## src/sv/cih_pkg.sv

```systemverilog
// Shared types, constants and helpers for the channel interval histogrammer.
// No dependencies.
package cih_pkg;

  localparam int TS_W     = 47;
  localparam int IV_W     = 48;
  localparam int CNT_W    = 32;
  localparam int CUT_W    = 16;
  localparam int BINW_W   = 32;
  localparam int PADDR_W  = 5;
  localparam int PDATA_W  = 64;

  localparam logic [1:0] REG_WIDTH_CUT    = 2'd0;
  localparam logic [1:0] REG_WINDOW_START = 2'd1;
  localparam logic [1:0] REG_WINDOW_END   = 2'd2;
  localparam logic [1:0] REG_BIN_WIDTH    = 2'd3;

  localparam logic [CUT_W-1:0]  RST_WIDTH_CUT    = 16'd0;
  localparam logic [TS_W-1:0]   RST_WINDOW_START = 47'd0;
  localparam logic [TS_W-1:0]   RST_WINDOW_END   = 47'd86399999999999;
  localparam logic [BINW_W-1:0] RST_BIN_WIDTH    = 32'd60000000;

  localparam logic [CNT_W-1:0]  CNT_MAX = {CNT_W{1'b1}};

  typedef struct packed {
    logic [CUT_W-1:0]  width_cut;
    logic [TS_W-1:0]   window_start;
    logic [TS_W-1:0]   window_end;
    logic [BINW_W-1:0] bin_width;
  } cih_cfg_t;

  function automatic logic [CNT_W-1:0] sat_inc(input logic [CNT_W-1:0] v);
    sat_inc = (v == CNT_MAX) ? v : v + CNT_W'(1);
  endfunction

endpackage

```

## src/sv/cih_apb.sv

```systemverilog
// Configuration register file behind an APB-style port.
// Depends on cih_pkg.
module cih_apb import cih_pkg::*; (
  input  logic               clk,
  input  logic               rst_n,
  input  logic               psel,
  input  logic               penable,
  input  logic               pwrite,
  input  logic [PADDR_W-1:0] paddr,
  input  logic [PDATA_W-1:0] pwdata,
  output logic [PDATA_W-1:0] prdata,
  output cih_cfg_t           cfg
);

  cih_cfg_t   cfg_r;
  logic [1:0] idx;
  logic       wr;

  assign idx = paddr[PADDR_W-1:3];
  assign wr  = psel & penable & pwrite;

  always_ff @(posedge clk) begin
    if (!rst_n) begin
      cfg_r.width_cut    <= RST_WIDTH_CUT;
      cfg_r.window_start <= RST_WINDOW_START;
      cfg_r.window_end   <= RST_WINDOW_END;
      cfg_r.bin_width    <= RST_BIN_WIDTH;
    end else if (wr) begin
      case (idx)
        REG_WIDTH_CUT:    cfg_r.width_cut    <= pwdata[CUT_W-1:0];
        REG_WINDOW_START: cfg_r.window_start <= pwdata[TS_W-1:0];
        REG_WINDOW_END:   cfg_r.window_end   <= pwdata[TS_W-1:0];
        REG_BIN_WIDTH:    cfg_r.bin_width    <= pwdata[BINW_W-1:0];
        default: ;
      endcase
    end
  end

  always_comb begin
    case (idx)
      REG_WIDTH_CUT:    prdata = PDATA_W'(cfg_r.width_cut);
      REG_WINDOW_START: prdata = PDATA_W'(cfg_r.window_start);
      REG_WINDOW_END:   prdata = PDATA_W'(cfg_r.window_end);
      REG_BIN_WIDTH:    prdata = PDATA_W'(cfg_r.bin_width);
      default:          prdata = '0;
    endcase
  end

  assign cfg = cfg_r;

endmodule

```

## config.mk

```make
export PLATFORM = sky130hd
export DESIGN_NAME = cih_apb
export DESIGN_NICKNAME = d
export VERILOG_FILES = /design/src/sv/cih_pkg.sv /design/src/sv/cih_apb.sv
export SDC_FILE = /design/constraint.sdc
export NUM_CORES = 1
export LEC_CHECK = 0
export BUFFER_PORTS_ARGS = -buffer_cell sky130_fd_sc_hd__buf_2
export CORE_MARGIN = 2
export CORE_UTILIZATION = 44
export DETAILED_ROUTE_END_ITERATION = 8
export PLACE_DENSITY_LB_ADDON = 0.05
export SLEW_MARGIN = 20
export SYNTH_ARGS = -nofsm -noshare
export SYNTH_HDL_FRONTEND = slang
export SYNTH_SLANG_ARGS = --single-unit
```

## constraint.sdc

```tcl
create_clock -name clk -period 1.5 [get_ports clk]
set_clock_uncertainty 0.2 [all_clocks]
set_input_delay 0.075 -clock clk [delete_from_list [all_inputs] [get_ports clk]]
set_output_delay 0.075 -clock clk [all_outputs]
set_load 0.005 [all_outputs]
```

---- Yosys cells after proc, flatten, opt, wreduce, memory -nomap -nowiden ----
Cells that the tools add are included.
W data, S select, Z words.
storage, ports and cells
  register bits after elaboration ......... 142
  bits in latches ......................... 0
  memory bits (writable) .................. 0
  bits in read-only memories .............. 0
  word-level logic and storage cells ...... 15
  memories kept ........................... 0
operators by class
  add/subtract/negate cells ............... 0
  $mul .................................... 0
  divide/modulo/power cells ............... 0
  $lt $le $gt $ge ......................... 0
  equality and inequality tests ........... 3
  shifts and indexed selects .............. 0
  mux-type cells .......................... 1
  bitwise gates (word level) .............. 2
  reduce and logical (&&, ||, !) cells .... 5
operator list
  cell                  count
  $pmux W64 S4          1
  $reduce_and A2 Y1     4
  $eq A2 B2 Y1 const B  2
  $and A1 B1 Y1         2
  $eq A2 B1 Y1 const B  1
  $logic_not A2 Y1      1

---- Longest topological paths before layout ----
  depth after elaboration ................. 3
  depth in mapped cells ................... 7
  mapped depth without buffers ............ 3

---- Worst setup path after synthesis ----
Ideal clock, no wire load.
  kind .................................... input -> register
  start ................................... in paddr[4]
  end ..................................... reg cfg_r (netlist bit cfg[100])
  setup time .............................. 72 ps
  data arrival time ....................... 1061 ps
  slack ................................... 167 ps
  stages on the path ...................... 6
  path through ............................ buf_6 > and2b_4 > and2_4 > buf_6 > buf_8 > mux2i_1
between the ends
  word-level cells in the longest chain between the ends .. 2
ends and longest elaborated chain
  what                                RTL line       text
  from (decl)                         cih_apb.sv:9   input logic [PADDR_W-1:0] paddr,
  $eq A2 B1 Y1                        cih_apb.sv:29  case (idx)
  $reduce_and A2 Y1 (no source line)  --
  to (decl)                           cih_apb.sv:15  cih_cfg_t cfg_r;
No other way between the ends.
A chain may end at the register's enable or synchronous reset.

---- Final worst setup path ----
  start ................................... reg cfg_r (netlist bit cfg[139])
  end ..................................... out prdata[13]
between the ends
  word-level cells in the longest chain between the ends .. 1
ends and longest elaborated chain
  what          RTL line       text
  $pmux W64 S4  cih_apb.sv:40  case (idx)
  to (decl)     cih_apb.sv:11  output logic [PDATA_W-1:0] prdata,
No other way between the ends. The select of a mux whose other input is x is not followed.

==> impl_metrics.json <==
{
  "routed-via-count": 6867,
  "drt-total-wl_um": 22700,
  "grt_pass1_vias": 6829,
  "worstPathArrival_ns": 1.34,
  "leakage_nw": 5.03,
  "postSynthAreaPerCell_um2": 9.64,
  "critical_path_depth": 2,
  "cts_root_buf": "clkbuf_16",
  "clock_sink_count": 142,
  "clkTransAtPathRegs_ns": 0.06,
  "swShare_pct": 24.1,
  "cts_max_level": 4,
  "synth_cell_types": 23,
  "pwr-share-comb_pct": 12.2,
  "grt-ovfl-total": 0,
  "yosysSeqAreaShare_pct": 44.1,
  "place_congestion": 0.847,
  "finalCritPeriodShare_pct": 108,
  "synth.area.top_cells": "dfxtp_1, mux2i_1, nand2_1, mux4_2, a22o_1",
  "synthArstFlopShare_pct": 0,
  "p_int_mw": 6.56,
  "syn_to_final_growth_pct": 66.6,
  "drtIter0Drc": 414,
  "clockBufferDepth": 2,
  "syn_area_um2": 6440,
  "slowest_delay_ns": 0.45,
  "first_pass_iters": 5,
  "synth-edff-count": 0,
  "setup_violations": 26,
  "power_frac_seq_pct": 45.0,
  "coreArea_um2": 14400,
  "drive_above_1_share_pct": 42.4,
  "rsz0062_at_grt": "yes",
  "clk_latency_ns": 0.41,
  "place_ws_ns": 0.0345,
  "synth_top_area_share_pct": 44.1,
  "finalHoldViolations": 11,
  "critPathBufInv": 1,
  "run_status": "finished, violations left",
  "p_total_mw": 8.64,
  "port_buffers": 242,
  "whs_path_depth": 4,
  "violations": "hold timing, setup timing",
  "die_area_um2": 15600,
  "place_hpwl_um": 13000,
  "yosys.cell_count.top_type": "nand2_1",
  "wl_per_cell_um": 17.1,
  "hold_ws_ns": -0.0486,
  "dpl.cell_count": 1063,
  "power_frac_clock_pct": 42.8,
  "crit_path_end_kind": "output pin",
  "fin_tns_setup_ns": -2.22,
  "worst_slack_ns": -0.113,
  "tightest_slew_ns": 0.732,
  "slowest_stage": "mux4_2",
  "max_freq_ghz": 0.620,
  "grtUsageTotal_pct": 28.2,
  "period_minus_slack_ns": 1.61,
  "final_antenna_net_count": 0,
  "via_per_inst": 5.16,
  "drc": 0,
  "layout.nets": 1210,
  "required_ns": 1.22,
  "p_per_area_nw_per_um2": 805,
  "syn_inst": 668,
  "max-vdd-ir-drop_mv": 0.813,
  "io_pins": 280,
  "rr_worst_depth": 4,
  "grt_pass1_wl_um": 35500,
  "synth_flop_cell": "dfxtp_1",
  "die_h_um": 125,
  "ys_seq_elements": 142,
  "rows": 44,
  "drv_cap": 0,
  "p_switching_mw": 2.08,
  "initial_utilization_pct": 44.7,
  "cts_tree": "done",
  "critPathKind": "flip-flop to output pin",
  "antenna_found_initial": 0,
  "cp_max_fo": 3,
  "finalMaxSlewViolations": 0,
  "num_antenna_cells": 0,
  "largest_reg_flops": 142,
  "cp-start-kind": "flip-flop",
  "crit_family": "multiplexers",
  "fin_cells": 1332,
  "hold_path.class": "primary input to flip-flop",
  "die_w_um": 125,
  "grt_max_degree": 57,
  "yosysTopAreaCell": "dfxtp_1",
  "numCtsBuffers": 17,
  "yosysWarnings": 0,
  "maxSlewHeadroom_pct": 51.2,
  "critical_path.cell_chain": "mux4_2, buf_2",
  "synthTopCellsByCount": "nand2_1, dfxtp_1, mux2i_1"
}
timing repair:
| action | CTS | global route |
|---|---|---|
| hold buffers | 186 | 2 |
| endpoints found under the hold margin | 142 | 2 |
| gates resized for setup | 69 | 37 |
| gates cloned | 0 | 1 |
| endpoints found under the setup margin | 29 | 95 |
| buffers inserted | 43 | 19 |
| pin swaps | 2 | 6 |
tightest hold or removal path: stages:
cell,delay [ns]
buf_6,0.12
buf_12,0.17
nand2_1,0.08
mux2i_1,0.05
power by group through the flow:
stage	Combinational (mW)	Sequential, mW	Clock, mW
after detailed placement	0.765	3.96	0
after global routing	1.14	3.89	3.90
final	1.05	3.88	3.70
after global placement	0.752	3.96	0
after CTS	1.01	3.88	3.73
after floorplan	0.462	3.96	0
metrics by stage:
stage | util (%) | cell area, µm²
detailed placement | 54.3 | 7840
CTS | 73.6 | 10600
floorplan | - | 6500
global route | 74.4 | 10700
finish | 74.4 | 10700
global placement | 54.3 | 7840
path summary, 6_finish.rpt:
| kind | from | end | slack [ns] |
|---|---|---|---|
| setup / recovery | cfg[139] | prdata[13] | -0.11 |
| hold / removal | rst_n | cfg[48] | -0.05 |
| setup reg to reg | cfg[55] | cfg[55] | 0.03 |
| hold reg to reg | cfg[128] | cfg[128] | 0.26 |
placed cells by master, fill, tap and decap left out, types with 2 or more instances in the layout:
cell type / n
o211ai_1: 36
buf_12: 12
buf_2: 240
buf_4: 78
and2_4: 2
mux4_2: 16
mux2i_1: 101
o211ai_2: 4
clkbuf_16: 18
clkbuf_8: 2
dlygate4sd3_1: 170
nand2_1: 156
o21ai_0: 10
dlymetal6s4s_1: 5
inv_2: 4
clkbuf_1: 4
conb_1: 17
dfxtp_1: 59
mux2_2: 8
o21ai_2: 2
nand3_1: 31
clkinv_2: 7
inv_1: 36
dfxtp_2: 83
a22o_1: 31
o21ai_1: 5
layer usage:
layer | vias up | track usage, % | share of wire (%)
met1 | 3346 | 35.4 | 42
met2 | 275 | 48.0 | 49
met4 | 0 | 9.15 | 1.8
met5 | - | 0 | 0
li1 | 3206 | - | -
met3 | 40 | 6.72 | 6.9
area by class of cell:
| cell class | instances | area (µm²) |
|---|---|---|
| Clock buffer | 23 | 468 |
| Clock inverter | 8 | 42.5 |
| Fill cell | 1096 | 3690 |
| Inverter | 40 | 150 |
| Multi-Input combinational cell | 427 | 3060 |
| Sequential cell | 142 | 2950 |
| Tap cell | 184 | 230 |
| Timing Repair Buffer | 508 | 3830 |
kinds of logic after synthesis:
logic type	count (synthesis)	synth area share, %
AOI/OAI and AO/OA	88	10.5
buffers and inverters	115	9.75
DFF	142	44.1
muxes	127	23.0
other	1	0.0582
and+or+nand+nor	195	12.5
No activity file was read; power rests on OpenSTA's default activity.
