--- config.mk ---
export PLATFORM = sky130hd
export DESIGN_NAME = cih_div
export DESIGN_NICKNAME = d
export VERILOG_FILES = /design/src/sv/cih_pkg.sv /design/src/sv/cih_div.sv
export SDC_FILE = /design/constraint.sdc
export NUM_CORES = 1
export LEC_CHECK = 0
export BUFFER_PORTS_ARGS = -buffer_cell sky130_fd_sc_hd__buf_2
export CORE_UTILIZATION = 56
export CTS_CLUSTER_SIZE = 30
export DETAILED_ROUTE_END_ITERATION = 16
export PLACE_DENSITY = 0.82
export SYNTH_ARGS = -nofsm -noshare
export SYNTH_HDL_FRONTEND = slang
export SYNTH_SLANG_ARGS = --single-unit
--- constraint.sdc ---
create_clock -name clk -period 4.1 [get_ports clk]
set_clock_uncertainty 0.2 [all_clocks]
set_input_delay 0.41 -clock clk [delete_from_list [all_inputs] [get_ports clk]]
set_output_delay 0.41 -clock clk [all_outputs]
set_load 0.03 [all_outputs]
--- src/sv/cih_pkg.sv ---
// Shared types, constants and helpers for the channel interval histogrammer.
// No dependencies.
package cih_pkg;

  localparam int TS_W     = 47;
  localparam int IV_W     = 48;
  localparam int CNT_W    = 32;
  localparam int CUT_W    = 16;
  localparam int BINW_W   = 32;
  localparam int PADDR_W  = 5;
  localparam int PDATA_W  = 64;

  localparam logic [1:0] REG_WIDTH_CUT    = 2'd0;
  localparam logic [1:0] REG_WINDOW_START = 2'd1;
  localparam logic [1:0] REG_WINDOW_END   = 2'd2;
  localparam logic [1:0] REG_BIN_WIDTH    = 2'd3;

  localparam logic [CUT_W-1:0]  RST_WIDTH_CUT    = 16'd0;
  localparam logic [TS_W-1:0]   RST_WINDOW_START = 47'd0;
  localparam logic [TS_W-1:0]   RST_WINDOW_END   = 47'd86399999999999;
  localparam logic [BINW_W-1:0] RST_BIN_WIDTH    = 32'd60000000;

  localparam logic [CNT_W-1:0]  CNT_MAX = {CNT_W{1'b1}};

  typedef struct packed {
    logic [CUT_W-1:0]  width_cut;
    logic [TS_W-1:0]   window_start;
    logic [TS_W-1:0]   window_end;
    logic [BINW_W-1:0] bin_width;
  } cih_cfg_t;

  function automatic logic [CNT_W-1:0] sat_inc(input logic [CNT_W-1:0] v);
    sat_inc = (v == CNT_MAX) ? v : v + CNT_W'(1);
  endfunction

endpackage

--- src/sv/cih_div.sv ---
// Bit-serial restoring divider: one quotient bit per cycle.
// Depends on cih_pkg.
module cih_div import cih_pkg::*; #(
  parameter int DW = 47
) (
  input  logic              clk,
  input  logic              rst_n,
  input  logic              start,
  input  logic [DW-1:0]     dividend,
  input  logic [BINW_W-1:0] divisor,
  output logic              done,
  output logic [DW-1:0]     quotient
);

  localparam int CW = $clog2(DW + 1);

  logic [DW-1:0]     dq_r;
  logic [BINW_W-1:0] rem_r;
  logic [BINW_W-1:0] dvs_r;
  logic [CW-1:0]     cnt_r;
  logic              run_r;
  logic              done_r;

  logic [BINW_W:0]   shifted;
  logic [BINW_W+1:0] trial;
  logic              qbit;

  assign shifted = {rem_r, dq_r[DW-1]};
  assign trial   = {1'b0, shifted} - {2'b00, dvs_r};
  assign qbit    = ~trial[BINW_W+1];

  always_ff @(posedge clk) begin
    if (!rst_n) begin
      run_r  <= 1'b0;
      done_r <= 1'b0;
      cnt_r  <= '0;
    end else begin
      done_r <= 1'b0;
      if (start) begin
        run_r <= 1'b1;
        cnt_r <= CW'(DW);
      end else if (run_r) begin
        cnt_r <= cnt_r - CW'(1);
        if (cnt_r == CW'(1)) begin
          run_r  <= 1'b0;
          done_r <= 1'b1;
        end
      end
    end
  end

  always_ff @(posedge clk) begin
    if (start) begin
      dq_r  <= dividend;
      rem_r <= '0;
      dvs_r <= divisor;
    end else if (run_r) begin
      dq_r  <= {dq_r[DW-2:0], qbit};
      rem_r <= qbit ? trial[BINW_W-1:0] : shifted[BINW_W-1:0];
    end
  end

  assign done     = done_r;
  assign quotient = dq_r;

endmodule

After elaboration in Yosys (flattened, before gate mapping) --
Cells that the tools add are included.
Word-level totals: logic and storage cells 25, input port bits 82, output and inout bits 48, register bits after elaboration 119
Operators by class: bitwise logic cells 3, add/subtract/negate cells 2, equality and inequality tests 1, reduce and logical (&&, ||, !) cells 3, muxes and demuxes 9
Operators with widths (count):
- 47-bit 2-to-1 mux | 2
- 33-bit by 32-bit subtractor with 34-bit output | 1
- 32-bit 2-to-1 mux | 1
- 6-bit 2-to-1 mux | 2
- 6-bit by 1-bit == test with 1-bit output, second input constant | 1
- 6-bit by 1-bit subtractor with 6-bit output, second input constant | 1
- 1-bit 2-to-1 mux | 4
- 1-bit NOT | 3
- 3-bit OR reduction | 1
- 2-bit nonzero test | 1
- 2-bit OR reduction | 1

Logic depth before layout (Yosys ltp) --
word-level depth 4, gate-level depth with buffers 13, gate-level depth less buffers 12

Worst setup path before layout --
OpenSTA, ideal clock, no wires.
path type register to register, start point register dq_r[46] (netlist: quotient[46]), end point register rem_r[26], cell stages (with the launch flop) 13, library setup time 0.088 ns, path buffers 0, slack 0.996 ns, data arrival time 2.816 ns, clock period less this slack 3.104 ns, required time 3.812 ns, cell sequence edfxtp_1 -> inv_1 -> ha_1 -> inv_1 -> fa_1 -> a211oi_1 -> o21ai_0 -> o211ai_1 -> a31oi_1 -> o2111a_1 -> o21a_1 -> a211o_1 -> a311oi_2
On the way: longest elaborated chain between the ends 2
RTL lines:
- start: declaration | RTL line cih_div.sv:17 | logic [DW-1:0] dq_r;
- start signal: assignment | RTL line cih_div.sv:54 | dq_r <= dividend;
- start signal: assignment | RTL line cih_div.sv:58 | dq_r <= {dq_r[DW-2:0], qbit};
- 33-bit by 32-bit subtractor with 34-bit output | RTL line cih_div.sv:29 | assign trial = {1'b0, shifted} - {2'b00, dvs_r};
- 32-bit 2-to-1 mux | RTL line cih_div.sv:59 | rem_r <= qbit ? trial[BINW_W-1:0] : shifted[BINW_W-1:0];
- end signal: assignment | RTL line cih_div.sv:59
- end: declaration | RTL line cih_div.sv:18 | logic [BINW_W-1:0] rem_r;
No other way between the ends. A chain may end at the register's enable or synchronous reset.

Worst setup path after layout --
Same ends and word-level chain as after synthesis.

==> reports/metrics.cfg <==
[status]
status = finished with violations
violations = DRC

[clock_network]
clkLatencyLatePin_ps = 420
root_buffer = clkbuf_16
clock_tree.buffer_depth = 2
path_clk_slew_ps = 60
postCtsSetupBuffers = 0
cts-htree-levels = 4
hold_buffers = 32
cts_resized = 0
cts_tree = yes
clock_sinks = 119
cts_made_buffers = 17

[yosys]
synth_nets = 759
yosys-top-cells-area = edfxtp_1 (35%), dfxtp_1 (12%), mux2_2 (7.9%)
netlist_instances = 642
async_flop_share = 0
synth-edff-count = 79
synth.top_cell.area_share = 0.3537
ys_warn_count = 0
synth_top_flop_cell = edfxtp_1
syn_area_um2 = 6708
ys_seq_area_frac = 0.4730
syn_area_per_cell_um2 = 10.45
ys_ff_latch = 119
yosys.cell_types.count = 65
yosys.area.top_type = edfxtp_1

[floorplanning]
ioPinCount = 130
core_area_um2 = 11560
dieWidth_um = 111.4
initial_core_util = 0.5800
rows = 39
die_area_um2 = 12420
die_h_um = 111.4

[timing]
slew_headroom = 0.2298
fmax_ghz = 0.3037
layout_min_cycle_time_ps = 3292
period_share = 0.8030
rsz0062_at_grt = no
setup_viol = 0
hold_viol = 0
worstMarginPinSlew_ps = 1148
report.final.slew_viol_count = 0
timing.setup.tns_ps = 0

[global_route]
antenna_found_initial = 1
grt_pass1_vias = 5570
grtUsageMet1 = 0.3042
grt_use_total = 0.2674
use_met3 = 0.09418
overflow = 0
grt_pass1_wl_mm = 26.31
met2_usage = 0.4650
grt_max_degree = 85
grt.busiest_layer = met2

[placed_design]
place_area_um2 = 7440
io_buffers = 129
dp_hpwl_mm = 10.64
place_congestion = 0.9133
place_inst = 887

[setup_path]
worstPathRequired_ps = 4230
crit_type = reg -> reg
critPathMaxFanout = 4
arrival_ps = 3420
cp-end-kind = flop
cp-start-kind = flop

[detailed_routing]
viasPerCell = 5.905
drtIter0Drc = 378
first_pass_iters = 11
vias = 5616
drc = 2
routedWlPerCell_um = 17.12
wl_mm = 16.28
ant_nets = 0

[layout]
area_growth_pct = 24.31
regArea_um2 = 3174
drive_above_1_share = 0.2859
fillers = 802
layout_commonest_cell = buf_2
finalNetCount = 912
final_cell_area_um2 = 8338
layout_common_cells = buf_2 (128), edfxtp_1 (79), mux2_2 (47)
multi_input_area_um2 = 3206
insertedDiodeCount = 0
finalNonFillerCells = 951

[pwr]
power.leakage_nw = 3.524
ir_drop_uv = 399.2
p_clk_frac = 0.388
p_comb_frac = 0.218
intPower_mw = 2.630
p_per_area_nw_per_um2 = 448.8
sequentialPowerShare = 0.395
p_sw_mw = 1.113
switching_share = 0.2973
total_power_mw = 3.742

[hold_path]
hold_path_class = in -> reg

[flow_run]
cap_violations = 0

-- critical path, cell delays in order (launching register included) --
cell and delay [ps]:
edfxtp_1 370, inv_1 80, ha_1 170, inv_1 60
fa_1 420, a211oi_1 300, o21ai_0 180, o211ai_1 270
a31oi_1 200, o2111a_1 290, o21a_1 170, a211o_1 260
a311oi_2 230
-- logic make-up after synthesis --
group                      after synthesis  share of synthesized area
AOI/OAI and AO/OA                      177                     0.1821
and+or+nand+nor                        157                     0.1153
DFF                                    119                     0.4730
buffers and inverters                   80                    0.04906
muxes                                   47                    0.07890
adders and majority gates               35                    0.06641
xor gates and xnor gates                27                    0.03526
-- power by group through the flow --
stage | clock, mW | combinational (mW) | sequential [mW]
final | 1.45 | 0.814 | 1.48
after floorplan | 0 | 0.483 | 1.58
after detailed placement | 0 | 0.776 | 1.49
after global routing | 1.52 | 0.886 | 1.49
after CTS | 1.47 | 0.807 | 1.47
after global placement | 0 | 0.757 | 1.49
-- sequential cells by signal, summed over array words and instances (netlist names) --
name and flops:
quotient 47, dvs_r 32, rem_r 32, cnt_r 6, done 1, run_r 1
-- layout make-up --
| type | count | area share |
|---|---|---|
| clock buffers | 18 | 0.05147 |
| clock inverters | 14 | 0.01786 |
| inverters | 44 | 0.01981 |
| multi-input cells | 443 | 0.3845 |
| flip-flops and latches | 119 | 0.3807 |
| well taps | 143 | 0.02146 |
| repair buffers | 170 | 0.1242 |
-- routing by layer --
metal  vias to the layer above  share of wire
met4                         2          0.017
met1                      2654           0.41
li1                       2695              -
met5                         -        0.00080
met2                       242           0.50
met3                        23          0.074
-- cell usage after synthesis, types with 3 or more instances --
| library cell | number |
|---|---|
| a211oi_1 | 3 |
| a21o_1 | 13 |
| a21oi_1 | 45 |
| a311oi_1 | 20 |
| a31oi_1 | 7 |
| and2_1 | 3 |
| and3_1 | 3 |
| buf_1 | 6 |
| buf_2 | 5 |
| clkbuf_1 | 21 |
| dfxtp_1 | 40 |
| edfxtp_1 | 79 |
| ha_1 | 34 |
| inv_1 | 44 |
| mux2_2 | 47 |
| nand2_1 | 38 |
| nand2b_1 | 6 |
| nand3_1 | 28 |
| nand4_1 | 4 |
| nor2_1 | 41 |
| nor2b_1 | 3 |
| nor3_1 | 7 |
| nor3b_1 | 8 |
| nor4_1 | 4 |
| nor4b_1 | 4 |
| o211ai_1 | 7 |
| o21a_1 | 10 |
| o21ai_0 | 28 |
| o21ai_1 | 10 |
| o21bai_1 | 7 |
| xnor2_1 | 14 |
| xor2_1 | 13 |
-- stage by stage --
step           utilization  setup slack [ps]  hold slack (ps)
3_5_place_dp        0.6433             854.9            296.2
3_3_place_gp        0.6433             871.5            289.6
4_1_cts             0.7210             819.3            67.77
2_1_floorplan            -             995.7            267.5
6_report            0.7210             807.6            81.94
5_1_grt             0.7210             600.2            69.95
-- worst paths after layout --
kind         slack (ps)  cells after the start                      to                   start
max                 810                     12  rem_r[26]$_SDFFE_PP0P_  quotient[46]$_DFFE_PP_
min                  80                      3         done$_SDFF_PP0_                   rst_n
max reg2reg         810                     12  rem_r[26]$_SDFFE_PP0P_  quotient[46]$_DFFE_PP_
min reg2reg         310                      2  rem_r[14]$_SDFFE_PP0P_  rem_r[14]$_SDFFE_PP0P_
No activity file was read; power rests on OpenSTA's default activity.
